### src/rtl/core/tmc_pkg.sv
// Shared types and constants of the memory request completer.
package tmc_pkg;

  typedef enum logic [2:0] {
    PH_HDR0     = 3'd0,
    PH_HDR1     = 3'd1,
    PH_HDR2     = 3'd2,
    PH_WDATA    = 3'd3,
    PH_CPL_HDR0 = 3'd4,
    PH_CPL_HDR1 = 3'd5,
    PH_CPL_HDR2 = 3'd6,
    PH_CPL_DATA = 3'd7
  } phase_e;

  typedef enum logic [1:0] {
    ST_OK     = 2'd0,
    ST_REJECT = 2'd1,
    ST_IGNORE = 2'd2
  } status_e;

  typedef enum logic {
    OP_WORD = 1'b0,
    OP_PULL = 1'b1
  } op_e;

  localparam logic [31:0] CplHdr0    = 32'h4A00_0000;
  localparam logic [14:0] SplitSize  = 15'h4000;
  localparam logic [15:0] CplIdReset = 16'd220;

  // One result on its way to the output register.
  typedef struct packed {
    logic        valid;     // completion word present
    logic [31:0] word;      // header word, or zero
    logic        use_mem;   // data word comes from the byte banks
    logic [3:0]  en;        // byte enables of a data word
    logic        last;
    status_e     status;
    logic        pending;
  } meta_t;

endpackage

### src/rtl/core/tmc_ctrl.sv
// Request parser and completion sequencer; drives the byte banks.
module tmc_ctrl import tmc_pkg::*; #(
  parameter int ADDR_BITS = 20
) (
  input  logic                         clk_i,
  input  logic                         rst_ni,
  input  logic                         cfg_we_i,
  input  logic [15:0]                  cfg_wdata_i,
  input  logic                         acc_i,
  input  logic                         op_i,
  input  logic [31:0]                  word_i,
  output meta_t                        meta_o,
  output logic [3:0]                   we_o,
  output logic [3:0][ADDR_BITS-3:0]    wrow_o,
  output logic [3:0][7:0]              wdata_o,
  output logic                         re_o,
  output logic [ADDR_BITS-3:0]         rrow_o
);

  phase_e               phase_q, phase_d;
  logic                 is_wr_q, is_wr_d;
  logic [9:0]           len_q, len_d;
  logic [15:0]          req_q, req_d;
  logic [7:0]           tag_q, tag_d;
  logic [3:0]           fe_q, fe_d, le_q, le_d;
  logic [ADDR_BITS-1:0] cur_q, cur_d;
  logic [9:0]           widx_q, widx_d;
  logic [11:0]          bytes_q, bytes_d;
  logic [9:0]           chunk_q, chunk_d;
  logic                 halt_q, halt_d;
  logic [15:0]          cid_q;

  logic [3:0]  en;
  logic [33:0] end_w;
  logic [31:0] cur_ext;
  logic [14:0] room;
  logic [11:0] chunk_b;
  logic [9:0]  chunk_nx;
  logic [ADDR_BITS-3:0] row_base;

  always_comb begin
    if (widx_q == 10'd0)             en = fe_q;
    else if (widx_q + 10'd1 == len_q) en = le_q;
    else                              en = 4'hF;
  end

  assign end_w    = {2'b0, word_i} + {22'b0, len_q, 2'b00};
  assign cur_ext  = 32'(cur_q);
  assign room     = SplitSize - {1'b0, cur_ext[13:0]};
  assign chunk_b  = ({3'b0, bytes_q} < room) ? bytes_q : room[11:0];
  assign row_base = cur_q[ADDR_BITS-1:2];

  // Unaligned writes straddle two rows: lower banks take the next row.
  always_comb begin
    for (int b = 0; b < 4; b++) begin
      logic [1:0] c;
      c          = 2'(b) - cur_q[1:0];
      wrow_o[b]  = row_base + (ADDR_BITS-2)'((2'(b) < cur_q[1:0]) ? 1'b1 : 1'b0);
      wdata_o[b] = word_i[8*c +: 8];
      we_o[b]    = acc_i && !halt_q && op_i == OP_WORD && phase_q == PH_WDATA && en[c];
    end
  end

  assign re_o   = acc_i && !halt_q && op_i == OP_PULL && phase_q == PH_CPL_DATA;
  assign rrow_o = row_base;

  always_comb begin
    phase_d  = phase_q;
    is_wr_d  = is_wr_q;
    len_d    = len_q;
    req_d    = req_q;
    tag_d    = tag_q;
    fe_d     = fe_q;
    le_d     = le_q;
    cur_d    = cur_q;
    widx_d   = widx_q;
    bytes_d  = bytes_q;
    chunk_d  = chunk_q;
    halt_d   = halt_q;
    chunk_nx = 10'd0;
    meta_o   = '0;
    meta_o.status = ST_OK;
    if (halt_q) begin
      meta_o.status = ST_IGNORE;
    end else if (op_i == OP_PULL) begin
      case (phase_q)
        PH_CPL_HDR0: begin
          chunk_d      = chunk_b[11:2];
          meta_o.valid = 1'b1;
          meta_o.word  = CplHdr0 | {22'b0, chunk_b[11:2]};
          phase_d      = PH_CPL_HDR1;
        end
        PH_CPL_HDR1: begin
          meta_o.valid = 1'b1;
          meta_o.word  = {cid_q, 4'b0, bytes_q};
          phase_d      = PH_CPL_HDR2;
        end
        PH_CPL_HDR2: begin
          meta_o.valid = 1'b1;
          meta_o.word  = {req_q, tag_q, 1'b0, cur_ext[6:0]};
          phase_d      = PH_CPL_DATA;
        end
        PH_CPL_DATA: begin
          meta_o.valid   = 1'b1;
          meta_o.use_mem = 1'b1;
          meta_o.en      = en;
          cur_d          = cur_q + ADDR_BITS'(4);
          widx_d         = widx_q + 10'd1;
          bytes_d        = (bytes_q >= 12'd4) ? bytes_q - 12'd4 : 12'd0;
          chunk_nx       = (chunk_q != 10'd0) ? chunk_q - 10'd1 : 10'd0;
          chunk_d        = chunk_nx;
          if (chunk_nx == 10'd0) begin
            if (bytes_d == 12'd0) begin
              meta_o.last = 1'b1;
              phase_d     = PH_HDR0;
            end else begin
              phase_d     = PH_CPL_HDR0;
            end
          end
        end
        default: meta_o.status = ST_IGNORE;
      endcase
    end else begin
      case (phase_q)
        PH_HDR0: begin
          if (word_i[31:30] == 2'b01) begin
            is_wr_d = 1'b1;
            len_d   = word_i[9:0];
            phase_d = PH_HDR1;
          end else if (word_i[31:10] == 22'd0) begin
            is_wr_d = 1'b0;
            len_d   = word_i[9:0];
            phase_d = PH_HDR1;
          end else begin
            meta_o.status = ST_REJECT;
            halt_d        = 1'b1;
          end
        end
        PH_HDR1: begin
          req_d   = word_i[31:16];
          tag_d   = word_i[15:8];
          le_d    = word_i[7:4];
          fe_d    = word_i[3:0];
          phase_d = PH_HDR2;
        end
        PH_HDR2: begin
          if ((end_w >> ADDR_BITS) != 34'd0 || (!is_wr_q && word_i[1:0] != 2'b00)) begin
            meta_o.status = ST_REJECT;
            halt_d        = 1'b1;
            phase_d       = PH_HDR0;
          end else begin
            cur_d  = word_i[ADDR_BITS-1:0];
            widx_d = 10'd0;
            if (len_q == 10'd0) begin
              phase_d = PH_HDR0;
            end else if (is_wr_q) begin
              phase_d = PH_WDATA;
            end else begin
              bytes_d = {len_q, 2'b00};
              chunk_d = 10'd0;
              phase_d = PH_CPL_HDR0;
            end
          end
        end
        PH_WDATA: begin
          cur_d  = cur_q + ADDR_BITS'(4);
          widx_d = widx_q + 10'd1;
          if (widx_d >= len_q) phase_d = PH_HDR0;
        end
        default: meta_o.status = ST_IGNORE;  // completions still pending
      endcase
    end
    meta_o.pending = !halt_d && phase_d[2];
  end

  always_ff @(posedge clk_i or negedge rst_ni) begin
    if (!rst_ni) begin
      phase_q <= PH_HDR0;
      is_wr_q <= 1'b0;
      len_q   <= '0;
      req_q   <= '0;
      tag_q   <= '0;
      fe_q    <= '0;
      le_q    <= '0;
      cur_q   <= '0;
      widx_q  <= '0;
      bytes_q <= '0;
      chunk_q <= '0;
      halt_q  <= 1'b0;
      cid_q   <= CplIdReset;
    end else begin
      if (cfg_we_i) cid_q <= cfg_wdata_i;
      if (acc_i) begin
        phase_q <= phase_d;
        is_wr_q <= is_wr_d;
        len_q   <= len_d;
        req_q   <= req_d;
        tag_q   <= tag_d;
        fe_q    <= fe_d;
        le_q    <= le_d;
        cur_q   <= cur_d;
        widx_q  <= widx_d;
        bytes_q <= bytes_d;
        chunk_q <= chunk_d;
        halt_q  <= halt_d;
      end
    end
  end

endmodule
### config.mk
export PLATFORM = sky130hd
export DESIGN_NAME = tmc_ctrl
export DESIGN_NICKNAME = d
export VERILOG_FILES = /design/src/rtl/core/tmc_pkg.sv /design/src/rtl/core/tmc_ctrl.sv
export SDC_FILE = /design/constraint.sdc
export NUM_CORES = 1
export LEC_CHECK = 0
export BUFFER_PORTS_ARGS = -buffer_cell sky130_fd_sc_hd__buf_2
export CAP_MARGIN = 20
export CORE_MARGIN = 5
export CORE_UTILIZATION = 50
export DETAILED_ROUTE_END_ITERATION = 8
export PLACE_DENSITY = 0.71
export SLEW_MARGIN = 40
export SYNTH_ARGS = -nofsm -noshare
export SYNTH_HDL_FRONTEND = slang
export SYNTH_SLANG_ARGS = --single-unit
### constraint.sdc
create_clock -name clk_i -period 6.1 [get_ports clk_i]
set_clock_uncertainty 0.2 [all_clocks]
set_input_delay 1.22 -clock clk_i [delete_from_list [all_inputs] [get_ports clk_i]]
set_output_delay 1.22 -clock clk_i [all_outputs]
set_load 0.02 [all_outputs]
**After elaboration in Yosys (flattened, before gate mapping)**

Cells that the tools add are included.

- $add $sub $neg: 14
- Multiply operators: 0
- Div/mod/pow operators: 0
- $lt $le $gt $ge: 11
- Eq/ne operators: 19
- Shift-type cells: 4
- Multiplexer cells: 73
- Bitwise logic cells: 2
- Reductions and logical operators: 36

Operators by type and width:

| kind | count |
|---|---|
| $shiftx A32 B6 Y8 | 4 |
| $mux W10 | 11 |
| $mux W12 | 8 |
| $pmux W32 S3 | 1 |
| $mux W39 | 2 |
| $add A18 B1 Y18 | 4 |
| $mux W20 | 3 |
| $pmux W10 S2 | 2 |
| $pmux W20 S2 | 1 |
| $reduce_bool A34 Y1 | 1 |
| $add A32 B12 Y33 | 1 |
| $logic_not A10 Y1 | 3 |
| $mux W3 | 10 |
| $pmux W3 S4 | 2 |
| $logic_not A22 Y1 | 1 |
| $mux W1 | 21 |
| $reduce_and A7 Y1 | 3 |
| $add A20 B3 Y20 const B | 1 |
| $lt A12 B15 Y1 | 1 |
| $sub A15 B14 Y15 const A | 1 |
| $eq A3 B3 Y1 const B | 4 |
| $ge A12 B3 Y1 const B | 1 |
| $logic_not A12 Y1 | 1 |
| $lt A2 B3 Y1 const B | 4 |
| other kinds (38) | 68 |

- Register bits: 115
- Bits in latches: 0
- RAM bits: 0
- Memory bits (read-only): 0
- Output and inout port bits: 169
- Memories: 0

**Longest topological paths before layout**

Gate-level depths: netlist (run 1).

- Depth after elaboration: 9
- Gate-level depth with buffers: 18
- Depth with buffers taken out: 16

**Worst setup path after synthesis (run 1)**

Ideal clock, no wire load.

- Path type: register to output
- Start point: reg cur_q[1]
- End point: out meta_o[15] (netlist name)
- Arrival time: 4.343 ns
- Data required time: 4.680 ns
- Path slack: 0.337 ns
- Cell stages (with the launch flop): 19
- Buffers on the path: 2
- Cell sequence: dfrtp_1 clkbuf_1 inv_1 ha_1 or3b_1 or4_1 or2_1 nor2_1 xnor2_1 inv_1 ha_1 a21o_1 a211o_1 o211ai_1 buf_2 mux2_2 a211oi_1 a21oi_1 nor2_1

RTL lines:

| element | line | source |
|---|---|---|
| start: declaration | tmc_ctrl.sv:26 | `logic [ADDR_BITS-1:0] cur_q, cur_d;` |
| start signal: assignment | tmc_ctrl.sv:201 | `cur_q <= cur_d;` |
| end: declaration | tmc_ctrl.sv:12 | `output meta_t meta_o,` |

==> impl_metrics.json, run 1 <==
{
  "dieArea_um2": 24380,
  "arrival_ps": 4550,
  "drt_wl_total_um": 38550,
  "p_per_area_nw_per_um2": 163.7,
  "slowest_stage": "or4_4",
  "hold-worst-slack_ps": 297.2,
  "grt_pass1_wl_um": 58520,
  "r2r-start": "cur_q[2]",
  "min_from": "req_q[15]",
  "slew_headroom": 0.4073,
  "cts_hold_buf": 0,
  "area_growth_pct": 16.41,
  "hold_viol": 0,
  "mostFrequentLayoutCells": "buf_2, nor2_1, nand2_1, dfrtp_1, o21ai_0",
  "muxShareOfSynthArea": 0.1643,
  "synth_area_per_cell_um2": 8.647,
  "path_clk_slew_ps": 50,
  "n_antenna_cell": 0,
  "crit_fanout": 5,
  "yosysSeqAreaShare": 0.2701,
  "netlist_instances": 1235,
  "synth_top_family_by_area": "simple AND/OR/NAND/NOR gates",
  "cts_num_sinks": 115,
  "min_delay_path_depth": 2,
  "critical_path.most_common_cell": "buf_4",
  "ios": 222,
  "cts_root_buf": "clkbuf_16",
  "rows": 53,
  "antenna_found_initial": 0,
  "worst-slew-pin-transition_ps": 883.2,
  "tritoncts": "done",
  "first_iter_violations": 947,
  "ys_async_sr_fraction": 1.000,
  "via_per_inst": 6.427,
  "status": "completed",
  "fin_nets": 1487,
  "cts_buffer_depth": 2,
  "crit_path_max_incr_delay_ps": 430,
  "drv_slew": 0,
  "yosys.area_share.xor_xnor": 0.05413,
  "postLayoutCellArea_um2": 12430,
  "vias": 10770,
  "setup_tns_ps": 0,
  "grt_pass1_vias": 10110,
  "pre_cts_ws_ps": 438.8,
  "htree_levels": 4,
  "clock.fmax_mhz": 167.6,
  "dieWidth_um": 156.1,
  "drive_above_1_share": 0.3183,
  "rsz0062_at_grt": "true",
  "grt_max_degree": 47,
  "fin_crit_sh": 0.9784,
  "drc": 0,
  "final_antenna_net_count": 0,
  "worst_setup_path_start_kind": "flop",
  "place.port_buffers": 221,
  "start_util": 0.5080,
  "core-area_um2": 21020,
  "syn_nets": 1334,
  "end_kind": "output port",
  "cp_cell_sequence": "inv_1, ha_2, or3b_4, or4_4, or2_4, nor2_2, xnor2_1, inv_1, ha_4, a21o_1, a211o_1, o211ai_1, buf_4, buf_4, mux2_4, mux2i_2, a32o_1, buf_4",
  "synth-seq-cells": 115,
  "num-fill-cells": 1877,
  "synth_fa_ha_area_frac": 0.05483,
  "cap_violations": 0,
  "ys_warn_count": 0,
  "cp.required_ps": 4680,
  "clk_latency_ps": 430,
  "reg2reg_slack_ps": 1820,
  "setup_viol": 0,
  "wl_per_cell_um": 23.00,
  "overflow": 0,
  "synth_area_um2": 10680,
  "period_minus_slack_ps": 5968,
  "layout_commonest_cell": "buf_2",
  "whs_endpoint": "req_q[15]",
  "ir_drop_v": 0.0001971,
  "synthSimpleGateAreaFrac": 0.2053,
  "dp_hpwl_um": 28780,
  "drt_first_pass_iters": 5,
  "synth_compound_area_frac": 0.1653,
  "critPathKind": "flop to output port",
  "place_area_um2": 11710,
  "synth_edf_count": 0,
  "synth.distinct_cells": 91,
  "ys.flop_type": "dfrtp_1",
  "cts_buffers": 17,
  "power.leakage_uw": 0.005740,
  "grt_usage": 0.3072,
  "dieHeight_um": 156.1,
  "place_congestion": 1.032,
  "min_path_type": "flop to flop",
  "rr_endpoint": "chunk_q[1]",
  "finalWorstSetupSlack_ps": 131.7,
  "reg2reg_depth": 18
}
## sequential cells by signal (all words and copies together), names as in the netlist, 8 cells and up
| register | count |
|---|---|
| bytes_q | 12 |
| tag_q | 8 |
| req_q | 16 |
| len_q | 10 |
| chunk_q | 10 |
| widx_q | 10 |
| cur_q | 20 |
| cid_q | 16 |
## where the power goes
part	switching, uW	leakage (uW)	internal (uW)
Sequential	7.47	0.00151	777
Clock	386	0.000284	655
Combinational	137	0.00395	71.7
## cell type report
| cell class | count | area (um2) | area share |
|---|---|---|---|
| Clock buffer | 21 | 450.4 | 0.03623 |
| Clock inverter | 11 | 152.6 | 0.01228 |
| Inverter | 49 | 183.9 | 0.01479 |
| Multi-Input combinational cell | 942 | 6979 | 0.5614 |
| Sequential cell | 115 | 2885 | 0.2321 |
| Tap cell | 275 | 344.1 | 0.02768 |
| Timing Repair Buffer | 263 | 1436 | 0.1155 |
## critical path, delay by kind of cell, from the launching register on
| kind | cells | cell delay, ps |
|---|---|---|
| adders and majority gates | 2 | 400 |
| buffers and inverters | 5 | 680 |
| and+or+nand+nor | 4 | 1180 |
| AOI/OAI and AO/OA | 4 | 850 |
| xor gates and xnor gates | 1 | 150 |
| muxes | 2 | 500 |
| DFF | 1 | 370 |
## cells in the mapped netlist (all sizes together) (32+ instances only)
cell type / count / area share
a21oi: 73 / 0.037
buf: 55 / 0.038
clkbuf: 72 / 0.026
dfrtp: 110 / 0.26
ha: 46 / 0.054
inv: 46 / 0.016
mux2: 66 / 0.070
mux4: 36 / 0.079
nand2: 116 / 0.043
nand3: 32 / 0.015
nor2: 120 / 0.042
nor3: 46 / 0.023
o21ai: 70 / 0.033
xnor2: 40 / 0.033
## kinds of logic after synthesis
kind of cell | after synthesis
multiplexers | 119
flip-flops | 115
AND/OR/NAND/NOR | 440
buffers and inverters | 178
AO/OA/AOI/OAI | 270
adder cells (fa/ha/maj) | 47
XOR/XNOR | 66
## metrics by stage
| step | total power [uW] | utilization | std cells |
|---|---|---|---|
| after floorplan | 906.4 | - | 1235 |
| after global placement | 1001 | 0.5566 | 1640 |
| after detailed placement | 1002 | 0.5569 | 1640 |
| after CTS | 2040 | 0.5856 | 1672 |
| after global routing | 2096 | 0.5914 | 1676 |
| final | 2035 | 0.5914 | 1676 |
## how the worst max path moves through the flow
stage	start	to	slack, ps	cells past startpoint
6_report	cur_q[2]	meta_o[10]	130	18
5_1_grt	cur_q[2]	meta_o[13]	-40	18
4_1_cts	cur_q[1]	meta_o[15]	20	18
3_5_place_dp	word_i[8]	meta_o[1]	440	12
3_3_place_gp	word_i[10]	meta_o[1]	470	12
2_1_floorplan	cur_q[1]	meta_o[15]	340	18
## per-layer routing
| layer | wire length, um | GRT usage | vias to the layer above | share of wire |
|---|---|---|---|---|
| met2 | 17950 | 0.4974 | 619 | 0.47 |
| met3 | 3677 | 0.06824 | 105 | 0.095 |
| met5 | 0 | 0 | - | 0 |
| met1 | 15170 | 0.3967 | 5242 | 0.39 |
| li1 | - | - | 4806 | - |
| met4 | 1743 | 0.1335 | 0 | 0.045 |
## timing repair
item                       CTS  global route
setup endpoints to repair    0            10
gates resized for setup      0            25
setup buffers                0             3
(Power assumes the default switching activity.)
==> run 2: changes to the inputs <==
--- a/config.mk
+++ b/config.mk
@@ -8,9 +8,9 @@
 export BUFFER_PORTS_ARGS = -buffer_cell sky130_fd_sc_hd__buf_2
 export CAP_MARGIN = 20
 export CORE_MARGIN = 5
-export CORE_UTILIZATION = 50
+export CORE_UTILIZATION = 40
 export DETAILED_ROUTE_END_ITERATION = 8
-export PLACE_DENSITY = 0.71
+export PLACE_DENSITY = 0.58
 export SLEW_MARGIN = 40
 export SYNTH_ARGS = -nofsm -noshare
 export SYNTH_HDL_FRONTEND = slang
==> run 2 against run 1 <==
Compared with the run above: critical path depth unchanged; critical path type unchanged; non-clock buffer count down 2; core utilization down 11 points; highest routed layer is now met5.
==> impl_metrics.json, run 2 (synthesized netlist as in run 1, its figures left out) <==
{
  "final_antenna_net_count": 0,
  "dieHeight_um": 173.4,
  "power_frac_comb": 0.105,
  "drt_wl_total_um": 40150,
  "overflow": 0,
  "critical_path.most_common_cell": "inv_1",
  "fin_crit_sh": 0.9680,
  "cp_cell_sequence": "inv_1, ha_1, or3b_4, or4_4, or2_4, nor2_4, xnor2_2, inv_1, ha_4, a21o_1, a211o_1, o211ai_1, buf_4, mux2_2, a211oi_2, a21oi_1, nor2_1, buf_2",
  "drc": 0,
  "fin_nets": 1485,
  "crit_fanout": 5,
  "power.leakage_uw": 0.005735,
  "antenna_found_initial": 1,
  "p_sw_uw": 567.0,
  "cts_hold_buf": 0,
  "drv_slew": 0,
  "setup_viol": 0,
  "wl_per_cell_um": 23.14,
  "drt_first_pass_iters": 5,
  "via_per_inst": 6.028,
  "cts_buffer_depth": 2,
  "end_kind": "output port",
  "seq_power_share": 0.392,
  "postLayoutCellArea_um2": 12500,
  "first_iter_violations": 764,
  "arrival_ps": 4490,
  "core-area_um2": 26210,
  "slew_headroom": 0.4266,
  "cp.required_ps": 4680,
  "reg_top3": "cur_q x20, cid_q x16, req_q x16",
  "dieWidth_um": 173.4,
  "cts_root_buf": "clkbuf_16",
  "period_minus_slack_ps": 5905,
  "ir_drop_v": 0.0001738,
  "start_util": 0.4075,
  "grt_max_degree": 57,
  "worst-slew-pin-transition_ps": 854.4,
  "htree_levels": 4,
  "dp_hpwl_um": 30190,
  "mostFrequentLayoutCells": "buf_2, nor2_1, nand2_1, dfrtp_1",
  "grt_pass1_vias": 10210,
  "cts_num_sinks": 115,
  "clock.fmax_mhz": 169.3,
  "worst_setup_path_start_kind": "flop",
  "place_area_um2": 11770,
  "vias": 10460,
  "hold_viol": 0,
  "reg2reg_slack_ps": 1950,
  "area_growth_pct": 17.04,
  "crit_path_max_incr_delay_ps": 440,
  "p_per_area_nw_per_um2": 160.0,
  "slowest_stage": "or4_4",
  "clkPwrFrac": 0.503,
  "power.total_uw": 2000,
  "path_clk_slew_ps": 60,
  "dieArea_um2": 30070,
  "critPathKind": "flop to output port",
  "ios": 222,
  "reg2reg_depth": 18,
  "p_sw_frac": 0.2835,
  "top_register": "cur_q",
  "place.port_buffers": 221,
  "grt_usage": 0.2588,
  "place_congestion": 0.9617,
  "status": "completed",
  "min_path_type": "flop to flop",
  "tritoncts": "done",
  "p_int_uw": 1433,
  "drive_above_1_share": 0.3188,
  "layout_commonest_cell": "buf_2",
  "cap_violations": 0,
  "setup_tns_ps": 0,
  "cts_buffers": 17,
  "grt_pass1_wl_um": 61480,
  "rsz0062_at_grt": "true",
  "clk_latency_ps": 430,
  "min_delay_path_depth": 1,
  "largest_reg_flops": 20,
  "rows": 59
}
[run 2: cell types whose count changed in the layout (fill, tap and decap cells not counted), moves of 2 or more]
cell       previous run  this run
mux2i_2               2         0
inv_6                 2         6
inv_8                 0         2
clkbuf_1              3         0
bufinv_16             3         1
buf_4                48        44
[run 2: worst max-delay path: cells and delay by family, from the launching register on]
family / cells / cell delay (ps)
xor gates and xnor gates: 1 / 140
and+or+nand+nor: 5 / 1300
muxes: 1 / 360
DFF: 1 / 370
adders and majority gates: 2 / 370
buffers and inverters: 4 / 550
AOI/OAI and AO/OA: 5 / 970
[run 2: through the flow]
step	util	setup slack (ps)	std cells	hold WS, ps
floorplan	-	336.6	1235	250.2
global placement	0.4492	439.4	1699	276.6
detailed placement	0.4492	382.8	1699	285.4
CTS	0.4714	15.45	1731	300.3
global route	0.4768	-41.98	1734	324.4
finish	0.4769	194.9	1735	297.7
[run 2: layout make-up]
cell class | instances | area, um2
clock buffer | 18 | 439.2
fill | 2590 | 13710
sequential | 115 | 2885
clock inverter | 14 | 143.9
inverter | 49 | 183.9
timing repair buffer | 261 | 1423
tap | 335 | 419.2
multi-input combinational | 942 | 7002
antenna | 1 | 2.502
[run 2: metal layers]
| layer | global-route usage | vias up | wire length [um] |
|---|---|---|---|
| met3 | 0.06085 | 75 | 3368 |
| met5 | 0 | - | 13 |
| li1 | - | 4798 | - |
| met4 | 0.09877 | 2 | 1404 |
| met1 | 0.3367 | 5085 | 16700 |
| met2 | 0.4197 | 498 | 18660 |
[run 2: power by group through the flow]
stage	sequential, uW	combinational [uW]	clock (uW)
after floorplan	795	112	0
after global placement	797	207	0
after detailed placement	798	207	0
after CTS	784	208	1020
after global routing	785	224	1050
final	784	210	1010
[run 2: path summary, 6_finish.rpt]
| path | start | endpoint |
|---|---|---|
| max | cur_q[2] | meta_o[14] |
| min | tag_q[7] | tag_q[7] |
| max reg2reg | cur_q[2] | chunk_q[0] |
| min reg2reg | tag_q[7] | tag_q[7] |
| max in group asynchronous | rst_ni | cur_q[0] |
| min in group asynchronous | rst_ni | cid_q[0] |
[run 2: timing repair]
action / CTS / global route
setup buffers: 0 / 2
hold endpoints to repair: 0 / 0
resized for setup: 0 / 24
endpoints found under the setup margin: 0 / 10
==> run 3: changes to the inputs <==
--- a/config.mk
+++ b/config.mk
@@ -7,10 +7,12 @@
 export LEC_CHECK = 0
 export BUFFER_PORTS_ARGS = -buffer_cell sky130_fd_sc_hd__buf_2
 export CAP_MARGIN = 20
+export CELL_PAD_IN_SITES_DETAIL_PLACEMENT = 1
+export CELL_PAD_IN_SITES_GLOBAL_PLACEMENT = 1
 export CORE_MARGIN = 5
 export CORE_UTILIZATION = 40
 export DETAILED_ROUTE_END_ITERATION = 8
-export PLACE_DENSITY = 0.58
+export PLACE_DENSITY = 0.75
 export SLEW_MARGIN = 40
 export SYNTH_ARGS = -nofsm -noshare
 export SYNTH_HDL_FRONTEND = slang
==> run 3 against run 2 <==
Compared with the run above: cell count up 0.63%; design area up 1.1%; clock-buffer cell count shrank 1; routed wire length rose by 10%; core utilization grew 0.53 points; die area unchanged; largest power group unchanged; highest routed layer unchanged.
==> impl_metrics.json, run 3 (synthesized netlist as in run 1, its figures left out) <==
{
  "worst_setup_path_start_kind": "flop",
  "cts_root_buf": "clkbuf_16",
  "ir_drop_v": 0.0001603,
  "drive_above_1_share": 0.3288,
  "r2r-start": "cur_q[1]",
  "setup_tns_ps": 0,
  "rsz0062_at_grt": "true",
  "cp-startpoint": "cur_q[1]",
  "largest_reg_flops": 20,
  "place.port_buffers": 221,
  "crit_fanout": 6,
  "via_per_inst": 6.215,
  "start_util": 0.4075,
  "dieWidth_um": 173.4,
  "min_path_type": "flop to flop",
  "status": "completed",
  "num-fill-cells": 3160,
  "grt_pass1_vias": 11190,
  "cts_buffers": 17,
  "final_antenna_net_count": 0,
  "layout_commonest_cell": "buf_2",
  "cts_buffer_depth": 2,
  "dieArea_um2": 30070,
  "worst-slew-pin-transition_ps": 820.2,
  "grt_usage": 0.2843,
  "antenna_found_initial": 2,
  "drt_wl_total_um": 44170,
  "hold-worst-slack_ps": 303.1,
  "slew_headroom": 0.4532,
  "mostFrequentLayoutCells": "buf_2, nor2_1, nand2_1, dfrtp_1, o21ai_0",
  "drt_first_pass_iters": 5,
  "place_inst": 1698,
  "place_area_um2": 11770,
  "tritoncts": "done",
  "overflow": 0,
  "setup_viol": 0,
  "period_minus_slack_ps": 6008,
  "stdcell_count": 1746,
  "clock.fmax_mhz": 166.5,
  "cp.required_ps": 4680,
  "area_growth_pct": 18.35,
  "n_antenna_cell": 0,
  "place_congestion": 0.9686,
  "min_from": "tag_q[6]",
  "rr_endpoint": "chunk_q[1]",
  "path_clk_slew_ps": 70,
  "p_per_area_nw_per_um2": 158.6,
  "first_iter_violations": 974,
  "htree_levels": 4,
  "arrival_ps": 4590,
  "reg_top3": "cur_q x20, cid_q x16, req_q x16",
  "top_register": "cur_q",
  "wl_per_cell_um": 25.30,
  "critPathKind": "flop to output port",
  "fin_nets": 1497,
  "grt_pass1_wl_um": 67910,
  "drc": 0,
  "vias": 10850,
  "dp_hpwl_um": 33480,
  "cts_num_sinks": 115,
  "dieHeight_um": 173.4,
  "rows": 59,
  "hold_viol": 0,
  "power.leakage_uw": 0.005833,
  "postLayoutCellArea_um2": 12640,
  "cap_violations": 0,
  "ios": 222,
  "fin_crit_sh": 0.9849,
  "whs_endpoint": "tag_q[6]",
  "grt_max_degree": 47,
  "clk_latency_ps": 440,
  "min_delay_path_depth": 1,
  "utilization": 0.4823,
  "end_kind": "output port",
  "reg2reg_slack_ps": 1650,
  "reg2reg_depth": 19,
  "core-area_um2": 26210,
  "drv_slew": 0
}
run 3: routing by layer:
metal	part of all wire	track usage
met1	0.41	0.3669
met2	0.47	0.4620
met3	0.084	0.06979
met4	0.039	0.1087
met5	0.00036	0
run 3: worst max-delay path by stage:
stage,endpoint,slack (ps),cells after the start
floorplan,meta_o[15],340,18
global placement,meta_o[1],330,13
detailed placement,meta_o[1],320,13
CTS,meta_o[13],3,18
global route,meta_o[12],-70,18
finish,meta_o[12],90,18
run 3: power by group:
group	leakage [uW]	internal, uW	total, uW	switching, uW
clock	0.000286	548	1010	460
combinational	0.00404	72.3	213	141
sequential	0.00150	776	784	7.77
total	0.00583	1400	2000	608
run 3: critical path: stages (launching register included):
cell,delay (ps)
dfrtp_1,390
inv_2,80
ha_4,130
or3b_4,380
or4_4,540
or2_4,290
nor2_4,120
xnor2_2,130
inv_1,100
ha_4,220
a21o_1,150
a211o_1,250
o211ai_1,280
buf_6,200
mux2_4,320
a211oi_2,180
a21oi_1,80
nor2_1,160
buf_4,170
run 3: layout make-up:
class	instances	area [um2]	share of cell area
clock buffers	17	425.4	0.03366
clock inverters	15	152.6	0.01208
inverters	49	183.9	0.01455
multi-input cells	942	7043	0.5573
flip-flops and latches	115	2887	0.2284
well taps	335	419.2	0.03316
repair buffers	273	1528	0.1209
run 3: repair_timing:
action                                  in CTS  in global routing
endpoints found under the setup margin       0                 10
buffers inserted                             0                 15
hold buffers                                 0                  0
resized for setup                            0                 39
run 3: per-stage QoR:
step                power (uW)  setup slack (ps)
CTS                       2011             3.042
global placement          1005             332.6
finish                    2004             92.21
floorplan                906.4             336.6
global route              2068            -65.31
detailed placement        1007             317.8
